===== src/rtl/jsu_pkg.sv =====
// ----------------------------------------------------------------------------
// JSON string unescaper package
// Shared decode-mode codes, status codes and the types that pass between
// the decoder and the top level.
// ----------------------------------------------------------------------------
package jsu_pkg;

   // Decoder modes. While an error is pending the mode field holds the status.
   localparam logic [2:0] MODE_PLAIN   = 3'd0;
   localparam logic [2:0] MODE_ESC     = 3'd1;
   localparam logic [2:0] MODE_HEX1    = 3'd2;
   localparam logic [2:0] MODE_WAIT_BS = 3'd3;
   localparam logic [2:0] MODE_WAIT_U  = 3'd4;
   localparam logic [2:0] MODE_HEX2    = 3'd5;

   localparam logic [2:0] STATUS_OK        = 3'd0;
   localparam logic [2:0] STATUS_BAD_ESC   = 3'd1;
   localparam logic [2:0] STATUS_BAD_HEX   = 3'd2;
   localparam logic [2:0] STATUS_SURROGATE = 3'd3;
   localparam logic [2:0] STATUS_TRUNCATED = 3'd4;

   // Most results one input byte can produce.
   localparam int MAX_RESULTS = 4;

   typedef struct packed {
      logic [2:0]  mode;
      logic [1:0]  hex_count;
      logic [15:0] code_accum;
      logic [9:0]  high_half;
      logic        error_seen;
   } dec_state_type;

   localparam dec_state_type STATE_RESET = '{
      mode:       MODE_PLAIN,
      hex_count:  2'd0,
      code_accum: 16'd0,
      high_half:  10'd0,
      error_seen: 1'b0
   };

   // The results caused by one input byte, in output order.
   typedef struct packed {
      logic [2:0]                   count;
      logic [MAX_RESULTS-1:0][7:0]  data;
      logic [MAX_RESULTS-1:0]       valid;
      logic [MAX_RESULTS-1:0][2:0]  status;
      logic                         eos;
   } bundle_type;

endpackage


===== src/rtl/jsu_if.sv =====
// ----------------------------------------------------------------------------
// JSON string unescaper channels
// Valid/ready interfaces for the raw byte channel and the result channel.
// ----------------------------------------------------------------------------
interface jsu_req_if;
   logic       valid;
   logic       ready;
   logic [7:0] in_byte;
   logic       end_of_string;

   modport source (output valid, output in_byte, output end_of_string, input ready);
   modport sink   (input valid, input in_byte, input end_of_string, output ready);
endinterface

interface jsu_rsp_if;
   logic       valid;
   logic       ready;
   logic [7:0] out_byte;
   logic       byte_valid;
   logic       run_last;
   logic       string_done;
   logic [2:0] status;

   modport source (output valid, output out_byte, output byte_valid, output run_last,
                   output string_done, output status, input ready);
   modport sink   (input valid, input out_byte, input byte_valid, input run_last,
                   input string_done, input status, output ready);
endinterface


===== src/rtl/jsu_decoder.sv =====
// ----------------------------------------------------------------------------
// JSON string unescaper decoder
// Combinational step of the escape decoder: from the current state and one
// raw byte it forms the next state and the bundle of up to four results.
// ----------------------------------------------------------------------------
module jsu_decoder
   import jsu_pkg::*;
(
   input  dec_state_type cur_state,
   input  logic [7:0]    in_byte,
   input  logic          end_of_string,
   output dec_state_type next_state,
   output bundle_type    bundle
);

   localparam logic [7:0] CHAR_QUOTE  = 8'h22;
   localparam logic [7:0] CHAR_BSLASH = 8'h5C;
   localparam logic [7:0] CHAR_SLASH  = 8'h2F;
   localparam logic [7:0] CHAR_B      = 8'h62;
   localparam logic [7:0] CHAR_F      = 8'h66;
   localparam logic [7:0] CHAR_N      = 8'h6E;
   localparam logic [7:0] CHAR_R      = 8'h72;
   localparam logic [7:0] CHAR_T      = 8'h74;
   localparam logic [7:0] CHAR_U      = 8'h75;

   // Returns {is_hex, value}.
   function automatic logic [4:0] hex_value(input logic [7:0] b);
      logic [4:0] r;
      r = 5'd0;
      if (b >= 8'h30 && b <= 8'h39) begin
         r = {1'b1, b[3:0]};
      end else if ((b >= 8'h61 && b <= 8'h66) || (b >= 8'h41 && b <= 8'h46)) begin
         r = {1'b1, b[3:0] + 4'd9};
      end
      return r;
   endfunction

   logic [4:0]  hexv;
   logic [15:0] acc_shift;
   logic [20:0] cp_pair;
   logic        failed;
   logic [2:0]  eos_status;

   assign hexv      = hex_value(in_byte);
   assign acc_shift = {cur_state.code_accum[11:0], hexv[3:0]};
   assign cp_pair   = {1'b0, cur_state.high_half, acc_shift[9:0]} + 21'h10000;

   always_comb begin
      next_state = cur_state;
      bundle     = '0;
      failed     = 1'b0;
      eos_status = STATUS_OK;

      if (cur_state.error_seen) begin
         // Bytes after an error are dropped; the end reports the stored code.
         if (end_of_string) begin
            bundle.count     = 3'd1;
            bundle.status[0] = cur_state.mode;
            failed           = 1'b1;
         end
      end else begin
         unique case (cur_state.mode)
            MODE_ESC: begin
               next_state.mode = MODE_PLAIN;
               bundle.count    = 3'd1;
               bundle.valid[0] = 1'b1;
               unique case (in_byte)
                  CHAR_QUOTE, CHAR_BSLASH, CHAR_SLASH: bundle.data[0] = in_byte;
                  CHAR_B: bundle.data[0] = 8'h08;
                  CHAR_F: bundle.data[0] = 8'h0C;
                  CHAR_N: bundle.data[0] = 8'h0A;
                  CHAR_R: bundle.data[0] = 8'h0D;
                  CHAR_T: bundle.data[0] = 8'h09;
                  CHAR_U: begin
                     bundle.count          = 3'd0;
                     bundle.valid[0]       = 1'b0;
                     next_state.mode       = MODE_HEX1;
                     next_state.hex_count  = 2'd0;
                     next_state.code_accum = 16'd0;
                  end
                  default: begin
                     bundle.valid[0]       = 1'b0;
                     bundle.status[0]      = STATUS_BAD_ESC;
                     next_state.error_seen = 1'b1;
                     next_state.mode       = STATUS_BAD_ESC;
                     failed                = 1'b1;
                  end
               endcase
            end
            MODE_HEX1, MODE_HEX2: begin
               if (!hexv[4]) begin
                  bundle.count          = 3'd1;
                  bundle.status[0]      = STATUS_BAD_HEX;
                  next_state.error_seen = 1'b1;
                  next_state.mode       = STATUS_BAD_HEX;
                  failed                = 1'b1;
               end else begin
                  next_state.code_accum = acc_shift;
                  if (cur_state.hex_count != 2'd3) begin
                     next_state.hex_count = cur_state.hex_count + 2'd1;
                  end else begin
                     next_state.hex_count = 2'd0;
                     if (cur_state.mode == MODE_HEX1) begin
                        if (acc_shift[15:10] == 6'b110110) begin
                           // High surrogate: wait for the low half.
                           next_state.high_half = acc_shift[9:0];
                           next_state.mode      = MODE_WAIT_BS;
                        end else begin
                           next_state.mode = MODE_PLAIN;
                           if (acc_shift[15:7] == 9'd0) begin
                              bundle.count   = 3'd1;
                              bundle.valid   = 4'b0001;
                              bundle.data[0] = {1'b0, acc_shift[6:0]};
                           end else if (acc_shift[15:11] == 5'd0) begin
                              bundle.count   = 3'd2;
                              bundle.valid   = 4'b0011;
                              bundle.data[0] = {3'b110, acc_shift[10:6]};
                              bundle.data[1] = {2'b10, acc_shift[5:0]};
                           end else begin
                              bundle.count   = 3'd3;
                              bundle.valid   = 4'b0111;
                              bundle.data[0] = {4'b1110, acc_shift[15:12]};
                              bundle.data[1] = {2'b10, acc_shift[11:6]};
                              bundle.data[2] = {2'b10, acc_shift[5:0]};
                           end
                        end
                     end else begin
                        if (acc_shift[15:10] == 6'b110111) begin
                           next_state.mode = MODE_PLAIN;
                           bundle.count    = 3'd4;
                           bundle.valid    = 4'b1111;
                           bundle.data[0]  = {5'b11110, cp_pair[20:18]};
                           bundle.data[1]  = {2'b10, cp_pair[17:12]};
                           bundle.data[2]  = {2'b10, cp_pair[11:6]};
                           bundle.data[3]  = {2'b10, cp_pair[5:0]};
                        end else begin
                           bundle.count          = 3'd1;
                           bundle.status[0]      = STATUS_SURROGATE;
                           next_state.error_seen = 1'b1;
                           next_state.mode       = STATUS_SURROGATE;
                           failed                = 1'b1;
                        end
                     end
                  end
               end
            end
            MODE_WAIT_BS, MODE_WAIT_U: begin
               if (cur_state.mode == MODE_WAIT_BS && in_byte == CHAR_BSLASH) begin
                  next_state.mode = MODE_WAIT_U;
               end else if (cur_state.mode == MODE_WAIT_U && in_byte == CHAR_U) begin
                  next_state.mode       = MODE_HEX2;
                  next_state.hex_count  = 2'd0;
                  next_state.code_accum = 16'd0;
               end else begin
                  bundle.count          = 3'd1;
                  bundle.status[0]      = STATUS_SURROGATE;
                  next_state.error_seen = 1'b1;
                  next_state.mode       = STATUS_SURROGATE;
                  failed                = 1'b1;
               end
            end
            default: begin
               // Plain text, and any unused mode code.
               if (in_byte == CHAR_BSLASH) begin
                  next_state.mode = MODE_ESC;
               end else begin
                  next_state.mode = MODE_PLAIN;
                  bundle.count    = 3'd1;
                  bundle.valid[0] = 1'b1;
                  bundle.data[0]  = in_byte;
               end
            end
         endcase
      end

      if (end_of_string) begin
         if (!failed) begin
            if (next_state.mode == MODE_HEX1 || next_state.mode == MODE_WAIT_U ||
                next_state.mode == MODE_HEX2) begin
               eos_status = STATUS_TRUNCATED;
            end else if (next_state.mode == MODE_WAIT_BS) begin
               eos_status = STATUS_SURROGATE;
            end
            // A nonzero status only arises from modes that produced no bytes,
            // so the status result always lands in the first slot.
            if (eos_status != STATUS_OK || bundle.count == 3'd0) begin
               bundle.count     = 3'd1;
               bundle.valid[0]  = 1'b0;
               bundle.data[0]   = 8'd0;
               bundle.status[0] = eos_status;
            end
         end
         next_state = STATE_RESET;
      end
      bundle.eos = end_of_string;
   end

endmodule


===== src/rtl/json_string_unescaper_top.sv =====
// ----------------------------------------------------------------------------
// JSON string unescaper
// Streams the body of a JSON string and returns unescaped UTF-8 bytes.
// ----------------------------------------------------------------------------
// The req_chan channel takes one raw byte per transaction, with end_of_string
// set on the final byte of a string. The rsp_chan channel returns one result
// per transaction: a UTF-8 byte (byte_valid 1) or a status-only result.
// run_last marks the last result caused by an input byte, and string_done
// marks the last result of the whole string.
// Each input byte is decoded in the cycle it is accepted and its results are
// loaded into a result bundle register, so the first result appears in the
// cycle after acceptance. The bundle is emitted one result per cycle while the
// receiver is ready: a byte that yields n results (0 to 4) holds the output
// until its last result is taken, and a new byte is accepted in the same cycle
// as that last result is taken. Plain text runs at one byte per cycle when the
// receiver does not stall; multi-byte escapes hold input until fully taken.
// Reset returns the decoder to plain-text mode and empties the bundle.
// When the receiver stalls, the current result holds and req_chan.ready
// drops once the bundle cannot be refilled.
// ----------------------------------------------------------------------------
module json_string_unescaper_top
   import jsu_pkg::*;
(
   input  logic      clock,
   input  logic      reset,
   jsu_req_if.sink   req_chan,
   jsu_rsp_if.source rsp_chan
);

   dec_state_type state_ff, state_in;
   bundle_type    bundle_ff, bundle_in;
   logic [1:0]    idx_ff;
   logic          busy_ff;

   logic last_out;
   logic take;
   logic accept;

   jsu_decoder u_decoder (
      .cur_state     (state_ff),
      .in_byte       (req_chan.in_byte),
      .end_of_string (req_chan.end_of_string),
      .next_state    (state_in),
      .bundle        (bundle_in)
   );

   // The current slot is the last of the bundle.
   assign last_out = ({1'b0, idx_ff} == (bundle_ff.count - 3'd1));
   assign take     = busy_ff && rsp_chan.ready;
   assign accept   = req_chan.valid && req_chan.ready;

   // Take a new byte whenever the bundle is empty or is being drained now.
   assign req_chan.ready = !busy_ff || (rsp_chan.ready && last_out);

   assign rsp_chan.valid       = busy_ff;
   assign rsp_chan.out_byte    = bundle_ff.data[idx_ff];
   assign rsp_chan.byte_valid  = bundle_ff.valid[idx_ff];
   assign rsp_chan.status      = bundle_ff.status[idx_ff];
   assign rsp_chan.run_last    = last_out;
   assign rsp_chan.string_done = last_out && bundle_ff.eos;

   always_ff @(posedge clock) begin
      if (reset) begin
         state_ff <= STATE_RESET;
         busy_ff  <= 1'b0;
         idx_ff   <= 2'd0;
      end else begin
         if (accept) begin
            state_ff <= state_in;
         end
         if (accept && bundle_in.count != 3'd0) begin
            busy_ff <= 1'b1;
            idx_ff  <= 2'd0;
         end else if (take) begin
            if (last_out) begin
               busy_ff <= 1'b0;
               idx_ff  <= 2'd0;
            end else begin
               idx_ff <= idx_ff + 2'd1;
            end
         end
      end
   end

   // The bundle payload needs no reset; busy_ff qualifies it.
   always_ff @(posedge clock) begin
      if (accept && bundle_in.count != 3'd0) begin
         bundle_ff <= bundle_in;
      end
   end

   // A held bundle always carries between one and four results.
   assert property (@(posedge clock) disable iff (reset)
      busy_ff |-> (bundle_ff.count != 3'd0 && bundle_ff.count <= 3'd4))
      else $error("result bundle count out of range");

   // A new byte may overlap the output only when the last result leaves.
   assert property (@(posedge clock) disable iff (reset)
      (accept && busy_ff) |-> (take && last_out))
      else $error("input accepted over an undrained bundle");

   // The end of a string returns the decoder to its reset state.
   assert property (@(posedge clock) disable iff (reset)
      (accept && req_chan.end_of_string) |=> (state_ff == STATE_RESET))
      else $error("decoder state not cleared at end of string");

   // A pending error always holds one of the error codes in the mode field.
   assert property (@(posedge clock) disable iff (reset)
      state_ff.error_seen |-> (state_ff.mode == STATUS_BAD_ESC ||
                               state_ff.mode == STATUS_BAD_HEX ||
                               state_ff.mode == STATUS_SURROGATE))
      else $error("error flag set without an error code");

   // Every string end that is accepted leads to a string_done result.
   assert property (@(posedge clock) disable iff (reset)
      (accept && req_chan.end_of_string) |=> (busy_ff && bundle_ff.eos))
      else $error("end of string produced no final result");

endmodule

===== src/flat_wrapper.sv =====
// flat-port wrapper written by rule: the top's interface ports become plain ports
module json_string_unescaper_top_flat import jsu_pkg::*;
  (clock, reset, req_chan_valid, req_chan_in_byte, req_chan_end_of_string, req_chan_ready, rsp_chan_valid, rsp_chan_out_byte, rsp_chan_byte_valid, rsp_chan_run_last, rsp_chan_string_done, rsp_chan_status, rsp_chan_ready);
  jsu_req_if req_chan_i ();
  jsu_rsp_if rsp_chan_i ();
  input  logic clock;
  input  logic reset;
  input wire logic [$bits(req_chan_i.valid)-1:0] req_chan_valid;
  input wire logic [$bits(req_chan_i.in_byte)-1:0] req_chan_in_byte;
  input wire logic [$bits(req_chan_i.end_of_string)-1:0] req_chan_end_of_string;
  output wire logic [$bits(req_chan_i.ready)-1:0] req_chan_ready;
  output wire logic [$bits(rsp_chan_i.valid)-1:0] rsp_chan_valid;
  output wire logic [$bits(rsp_chan_i.out_byte)-1:0] rsp_chan_out_byte;
  output wire logic [$bits(rsp_chan_i.byte_valid)-1:0] rsp_chan_byte_valid;
  output wire logic [$bits(rsp_chan_i.run_last)-1:0] rsp_chan_run_last;
  output wire logic [$bits(rsp_chan_i.string_done)-1:0] rsp_chan_string_done;
  output wire logic [$bits(rsp_chan_i.status)-1:0] rsp_chan_status;
  input wire logic [$bits(rsp_chan_i.ready)-1:0] rsp_chan_ready;
  assign req_chan_i.valid = req_chan_valid;
  assign req_chan_i.in_byte = req_chan_in_byte;
  assign req_chan_i.end_of_string = req_chan_end_of_string;
  assign req_chan_ready = req_chan_i.ready;
  assign rsp_chan_valid = rsp_chan_i.valid;
  assign rsp_chan_out_byte = rsp_chan_i.out_byte;
  assign rsp_chan_byte_valid = rsp_chan_i.byte_valid;
  assign rsp_chan_run_last = rsp_chan_i.run_last;
  assign rsp_chan_string_done = rsp_chan_i.string_done;
  assign rsp_chan_status = rsp_chan_i.status;
  assign rsp_chan_i.ready = rsp_chan_ready;
  json_string_unescaper_top u_core (.clock(clock), .reset(reset), .req_chan(req_chan_i), .rsp_chan(rsp_chan_i));
endmodule

===== config.mk =====
export PLATFORM = sky130hd
export DESIGN_NAME = json_string_unescaper_top_flat
export DESIGN_NICKNAME = d
export VERILOG_FILES = /design/src/rtl/jsu_pkg.sv /design/src/rtl/jsu_if.sv /design/src/rtl/jsu_decoder.sv /design/src/rtl/json_string_unescaper_top.sv /design/src/flat_wrapper.sv
export SDC_FILE = /design/constraint.sdc
export NUM_CORES = 1
export LEC_CHECK = 0
export ABC_AREA = 1
export BUFFER_PORTS_ARGS = -buffer_cell sky130_fd_sc_hd__buf_2
export CORE_UTILIZATION = 55
export CTS_CLUSTER_SIZE = 40
export DETAILED_ROUTE_END_ITERATION = 12
export GPL_ROUTABILITY_DRIVEN = 0
export MAX_ROUTING_LAYER = met4
export PLACE_DENSITY = 0.76
export SYNTH_ARGS = -nofsm -noshare
export SYNTH_HDL_FRONTEND = slang
export SYNTH_SLANG_ARGS = --single-unit

===== constraint.sdc =====
create_clock -name clock -period 2.4 [get_ports clock]
set_input_delay 0 -clock clock [delete_from_list [all_inputs] [get_ports clock]]
set_output_delay 0 -clock clock [all_outputs]
set_load 0.03 [all_outputs]

==> impl_results.md, run 1 <==
- Final setup vio count: 0
- Placed cell count: around 740
- FP Rows: 32
- GRT Max-Usage Layer: met2
- Ranking of synthesized cells by area: edfxtp_1 (26%), dfxtp_1 (14%), nand2_1 (12%)
- Port-buffer cells: 28
- Crit path DAT: about 2300 ps
- Layout cell share with drive strength beyond 1: 0.163
- IO Pins: 29
- Yosys cell types: between 40 and 50
- M1 GR Usage: 0.403
- Area of the core: roughly 7700 um^2
- CTS tree: yes
- Synth Area per Inst: 7.16 um^2
- Largest net degree at the start of global routing: 29
- Status: complete, no violations
- Vias in the first global route: around 4000
- Die X-Extent: 91.0 um
- Layout net count: roughly 670
- Final Skew: 11.9 ps
- Max-cap violations: 0
- Max frequency: roughly 440 MHz
- Seq/Total Area, Yosys: 0.405
- Filler Cells Inserted: 693
- #FFs+latches synth: 69
- Slowest-stage cell, CP: dfxtp_1
- Period utilization: 0.947
- Num CTS Buffers: 9
- Most common cell after layout, fill and taps aside: nand2_1
- Worst Hold Class: in2reg
- Non-Filler Instances: between 700 and 800
- Fin area: ~5000 um^2
- Die area: 8280 um^2
- CP Max Fanout: 8
- WS Path Type: reg2reg
- Clk buf depth: 2
- Hold Crit Depth: 4
- Routed via count: 4319
- CP top delay family: compound AO/OA/AOI/OAI gates
- Bufs and invs on worst path: 4
- Drt pass-1 iters: 6
- Area Overhead vs Synth: 14.2%
- Leak: 2.10 nW
- CTS H-Tree Depth: 3
- # DRC: 0
- Relative slew slack: 0.627
- Crit start category: flop
- First-pass GRT wire length: 18800 um
- Worst setup EP type: flop
- Final Hold Vio Count: 0
- DR WL/cell: 15.2 um
- Area post-placement: 4710 um^2
- R2R depth: 11
- Cell area after technology mapping: roughly 4400 um^2
- GRT overflow: 0
- Met2 Usage GRT: 0.455
- Critical path required time: 2460 ps
- Root buffer cell: clkbuf_8
- Synth top area share: 0.262
- Iter 0 DRT Violations: 453
- Crit path largest cell delay: 460 ps
- Total GRT Usage: 0.299
- Period minus WS final: 2270 ps
- Clock Pin Slew Worst Setup and Hold Paths: roughly 80 ps
- Most frequent cells in the layout: nand2_1 (142), nor2_1 (104), inv_1 (64)
- Starting density of the core: 0.566
- R2R setup slack: 130 ps
- Initial antenna violation count: 0
- Critical path depth in cells: 11
- Slew @ Worst Pin: 557 ps
- Total Wirelength: approximately 12000 um
- Detailed placement HPWL: 8640 um
- Maximum vdd drop: 0.344 mV
- Syn Inst Count: 608
- Cells along the critical path: inv_2 > o21ai_4 > inv_2 > a21oi_4 > nand2_4 > nor2_8 > o21ai_1 > nand4_1 > nand2_4 > clkinvlp_4 > buf_4
- Die height: 91.0 um
- Clock sinks: 69
- Antenna fix cells: 0
- Insertion delay to the later sink of the worst-skew pair: 360 ps
- Met3 global-route usage: 0.0469
- Ys Warns: 0
- Fin. max-slew vios: 0
- Antenna-violating nets left: 0
- Total power: 2.67 mW
- Area leader, netlist: edfxtp_1
- Routed vias/inst: roughly 5.7
- Syn nets: around 630
- PwrDens: 538 nW/um^2
[metrics by stage]
| stage | hold WS (ps) | setup TNS, ps | utilization | setup slack, ps |
|---|---|---|---|---|
| 6_report | 0.105 | 0 | 0.647 | 128 |
| 5_1_grt | 7.32 | -507 | 0.647 | -29.3 |
| 4_1_cts | 6.56 | 0 | 0.639 | 37.2 |
| 3_5_place_dp | 353 | 0 | 0.613 | 69.1 |
| 3_3_place_gp | 360 | 0 | 0.613 | 176 |
| 2_1_floorplan | 98.9 | 0 | - | 2.86 |
[cell usage after synthesis, drive strengths merged]
cell	count
a22oi	15
nand2	152
a32oi	1
xnor2	3
dfxtp	31
a31oi	2
o22ai	6
ha	8
nand3	49
a21oi	27
buf	9
clkbuf	6
inv	78
nand3b	3
o21ai	44
edfxtp	38
o31ai	2
nor2	110
a211oi	1
nand4	6
nor3	5
xor2	3
o211ai	3
o2111ai	2
a221oi	2
o21bai	1
a2bb2oi	1
[flip-flops by register name (all words and copies together), names as in the netlist]
| name | cells |
|---|---|
| u_core.bundle_ff | 38 |
| u_core.state_ff | 28 |
| u_core.idx_ff | 2 |
| u_core.rsp_chan.valid | 1 |
[layout make-up]
class | instances | area, um^2 | area share
clock buffer | 10 | 128 | 0.0257
clock inverter | 6 | 63.8 | 0.0128
inverter | 78 | 299 | 0.0602
multi-input combinational | 446 | 2260 | 0.456
sequential | 69 | 1760 | 0.355
tap | 102 | 128 | 0.0257
timing repair buffer | 49 | 325 | 0.0654
[routing by layer]
| layer | vias to the layer above | part of all wire |
|---|---|---|
| li1 | 2102 | - |
| met1 | 1955 | 0.43 |
| met2 | 226 | 0.45 |
| met3 | 36 | 0.083 |
| met4 | 0 | 0.028 |
| met5 | - | 0 |
[final timing paths]
check	start	endpoint
worst min-delay path	rsp_chan_ready	u_core.rsp_chan.valid
worst min register to register	u_core.state_ff[2]	u_core.state_ff[2]
worst max register to register	u_core.state_ff[29]	u_core.bundle_ff[22]
worst max-delay path	u_core.state_ff[29]	u_core.bundle_ff[22]
[tightest hold or removal path: stages]
cell,delay [ps]
buf_2,100
nand2_2,60
nand2_4,80
a21oi_1,70
[where the power goes]
group / internal [mW] / switching, mW / leakage, nW / total (mW)
registers: 1.31 / 0.0332 / 0.623 / 1.34
clock network: 0.480 / 0.455 / 0.101 / 0.935
logic: 0.124 / 0.275 / 1.38 / 0.399
total: 1.91 / 0.763 / 2.10 / 2.67
[kinds of logic after synthesis]
family | Yosys count | share of synthesized area
buffers and inverters | 93 | 0.0856
and+or+nand+nor | 325 | 0.322
DFF | 69 | 0.405
AOI/OAI and AO/OA | 107 | 0.153
adders and majority gates | 8 | 0.0230
xor gates and xnor gates | 6 | 0.0121
[timing repair]
action,4_1_cts,5_1_grt
endpoints found under the setup margin,0,40
gates resized for setup,0,7
endpoints found under the hold margin,1,0
hold buffers,1,0
buffers inserted,0,2
No activity file was read; power rests on OpenSTA's default activity.
==> run 2, diff against run 1 <==
ABC_AREA = 0   (was 1)
PLACE_DENSITY = 0.77   (was 0.76)
==> run 2 against run 1 <==
Compared with the run above:
- utilization up 3.4 points
- area after synthesis up 0.55%
- wire length up 5.9%
- cell count down 14%
- via count down 2.0%
- critical path type unchanged
==> impl_results.md, run 2 <==
- Max-cap violations: 0 (unchanged)
- Routed vias/inst: 6.45 (+14%)
- Area of the core: 7730 um^2 (+0.52%)
- CTS H-Tree Depth: 3 (unchanged)
- Critical path required time: 2480 ps (+20 ps)
- Antenna-violating nets left: 0 (unchanged)
- Period minus WS final: 2350 ps (+81.5 ps)
- Crit start category: flop
- Most common cell after layout, fill and taps aside: a21oi_1
- Crit path largest cell delay: 350 ps (-110 ps)
- Fin. max-slew vios: 0 (unchanged)
- Total Wirelength: 12300 um (+5.9%)
- Cells along the critical path: nand4b_1 > o21ai_0 > o21ai_0 > a2111o_1 > and2_4 > a21oi_4 > buf_12 > clkbuf_16
- Vias in the first global route: 3873 (-2.6%)
- Starting density of the core: 0.567 (about the same)
- Post-synth top cells: a21oi_1 (49), nor2_1 (47), edfxtp_1 (38)
- Port-buffer cells: 28 (unchanged)
- Syn Inst Count: 488 (-20%)
- Relative slew slack: 0.397 (-0.230)
- Ys Warns: 0 (unchanged)
- Most frequent cells in the layout: a21oi_1 (49), buf_4 (48), nor2_1 (46)
- Final TNS setup: 0 ps (unchanged)
- CP top delay family: compound AO/OA/AOI/OAI gates
- Area Overhead vs Synth: 20.1%
- Leak: 1.91 nW (-9.0%)
- Total GRT Usage: 0.310 (+0.0114)
- Status: complete, no violations
- FP Rows: 32 (unchanged)
- Async SR Flop Fraction: 0 (unchanged)
- Layout net count: 570 (-15%)
- Cell area after technology mapping: 4380 um^2 (+0.55%)
- Top cell by count, worst path: o21ai_0
- Post-synth top flop: edfxtp_1
- CP Max Fanout: 10 (+2)
- Max reg flops: 38 (unchanged)
- Root buffer cell: clkbuf_8
- Clock sinks: 69 (unchanged)
- IO Pins: 29 (unchanged)
- Drt pass-1 iters: 9 (+3)
- Largest net degree at the start of global routing: 41 (+41%)
- WS Path Type: reg2reg
- Synth top area share: 0.261 (-0.00142)
- GRT overflow: 0 (unchanged)
- Final Util: 0.681 (+0.0341)
- Die X-Extent: 91.2 um (+0.27%)
- Worst setup EP type: flop
- Most flops, register: u_core.bundle_ff
- Final Hold Vio Count: 0 (unchanged)
- Final setup vio count: 0 (unchanged)
- Die area: 8320 um^2 (+0.54%)
- Antenna fix cells: 0 (unchanged)
- Slowest-stage cell, CP: dfxtp_2
- Top-count cell post-synth: a21oi_1
- Hold buffers post-CTS: 0 (-1)
- Bufs and invs on worst path: 2 (-2)
- CTS tree: yes
- Synth Area per Inst: 8.97 um^2 (+25%)
- # DRC: 0 (unchanged)
- DR WL/cell: 18.7 um (+23%)
- Clk buf depth: 2 (unchanged)
- Clock Pin Slew Worst Setup and Hold Paths: 80 ps (about the same)
- Initial antenna violation count: 0 (unchanged)
- Maximum vdd drop: 0.358 mV (+4.3%)
- Crit path DAT: 2430 ps (+100 ps)
- Die height: 91.2 um (+0.27%)
- Final Skew: 10.9 ps (-0.974 ps)
- Insertion delay to the later sink of the worst-skew pair: 360 ps (about the same)
- Routed via count: 4232 (-2.0%)
- Iter 0 DRT Violations: 476 (+5.1%)
- EDFF count, synth: 38 (unchanged)
- Num CTS Buffers: 9 (unchanged)
- RSZ-0062 raised after global routing: false
- Period utilization: 0.981 (+0.0340)
- First-pass GRT wire length: 19300 um (+2.5%)
- PwrDens: 487 nW/um^2 (-9.6%)
- Ranking of synthesized cells by area: edfxtp_1 (26%), dfxtp_1 (14%), a21oi_1 (5.6%)
- Biggest regs: u_core.bundle_ff x38, u_core.state_ff x28, u_core.idx_ff x2
- Seq/Total Area, Yosys: 0.402 (-0.00220)
- Syn nets: 509 (-19%)
- Max frequency: 425 MHz (-3.5%)
- #FFs+latches synth: 69 (unchanged)
- R2R depth: 8 (-3)
- Hold Crit Depth: 3 (-1)
- Critical path depth in cells: 8 (-3)
- Layout cell share with drive strength beyond 1: 0.255 (+0.0919)
- Area leader, netlist: edfxtp_1
- Detailed placement HPWL: 8840 um (+2.3%)
- Worst Hold Class: in2reg
- Slew @ Worst Pin: 892 ps (+336 ps)
- Yosys cell types: 70 (+56%)
[run 2: through the flow]
| stage | power (mW) | setup WS [ps] | hold WS (ps) | cells | area (um^2) |
|---|---|---|---|---|---|
| 2_1_floorplan | 1.50 | -344 | 79.3 | 488 | 4440 |
| 3_3_place_gp | 1.59 | 125 | 390 | 630 | 4910 |
| 3_5_place_dp | 1.60 | 87.7 | 388 | 630 | 4910 |
| 4_1_cts | 2.53 | 64.7 | 10.2 | 646 | 5110 |
| 5_1_grt | 2.64 | 2.56 | 45.9 | 656 | 5260 |
| 6_report | 2.56 | 46.3 | 46.5 | 656 | 5260 |
[run 2: cells by family (layout without fill, tap and decap cells)]
logic type               after synthesis  after routing  synth area share
buffers and inverters                 49            115            0.0494
XOR/XNOR                               5              5            0.0100
AND/OR/NAND/NOR                      209            209             0.261
AO/OA/AOI/OAI                        136            136             0.204
multiplexers                          12             12            0.0503
adder cells (fa/ha/maj)                8              8            0.0229
flip-flops                            69             69             0.402
[run 2: final cells by class]
cell class	instances	area, um^2
sequential	69	1770
clock inverter	7	73.8
multi-input combinational	370	2470
timing repair buffer	83	633
clock buffer	9	124
inverter	16	60.1
tap	102	128
fill	601	2470
[run 2: repair_timing]
action | in CTS | in global routing
endpoints found under the setup margin | 0 | 54
resized for setup | 0 | 11
buffers inserted | 0 | 6
[run 2: layer usage]
metal	vias up	part of all wire	global-route usage
met1	1984	0.40	0.395
met4	0	0.038	0.123
met3	44	0.091	0.0662
met2	270	0.47	0.485
li1	1934	-	-
met5	-	0	-
[run 2: power by group]
part | leakage [nW] | switching, mW | total, mW | internal (mW)
clock | 0.100 | 0.470 | 0.955 | 0.484
combinational | 1.19 | 0.187 | 0.311 | 0.124
sequential | 0.623 | 0.0124 | 1.29 | 1.28
[run 2: final timing paths]
check,slack (ps),from,to
worst max-delay path,50,u_core.state_ff[20],u_core.bundle_ff[15]
worst min-delay path,50,req_chan_valid,u_core.rsp_chan.valid
worst max register to register,50,u_core.state_ff[20],u_core.bundle_ff[15]
worst min register to register,460,u_core.state_ff[1],u_core.state_ff[1]
[run 2: tightest hold or removal path: cells and delay by family]
kind	cells	cell delay [ps]
buffers and inverters	1	140
AO/OA/AOI/OAI	2	200
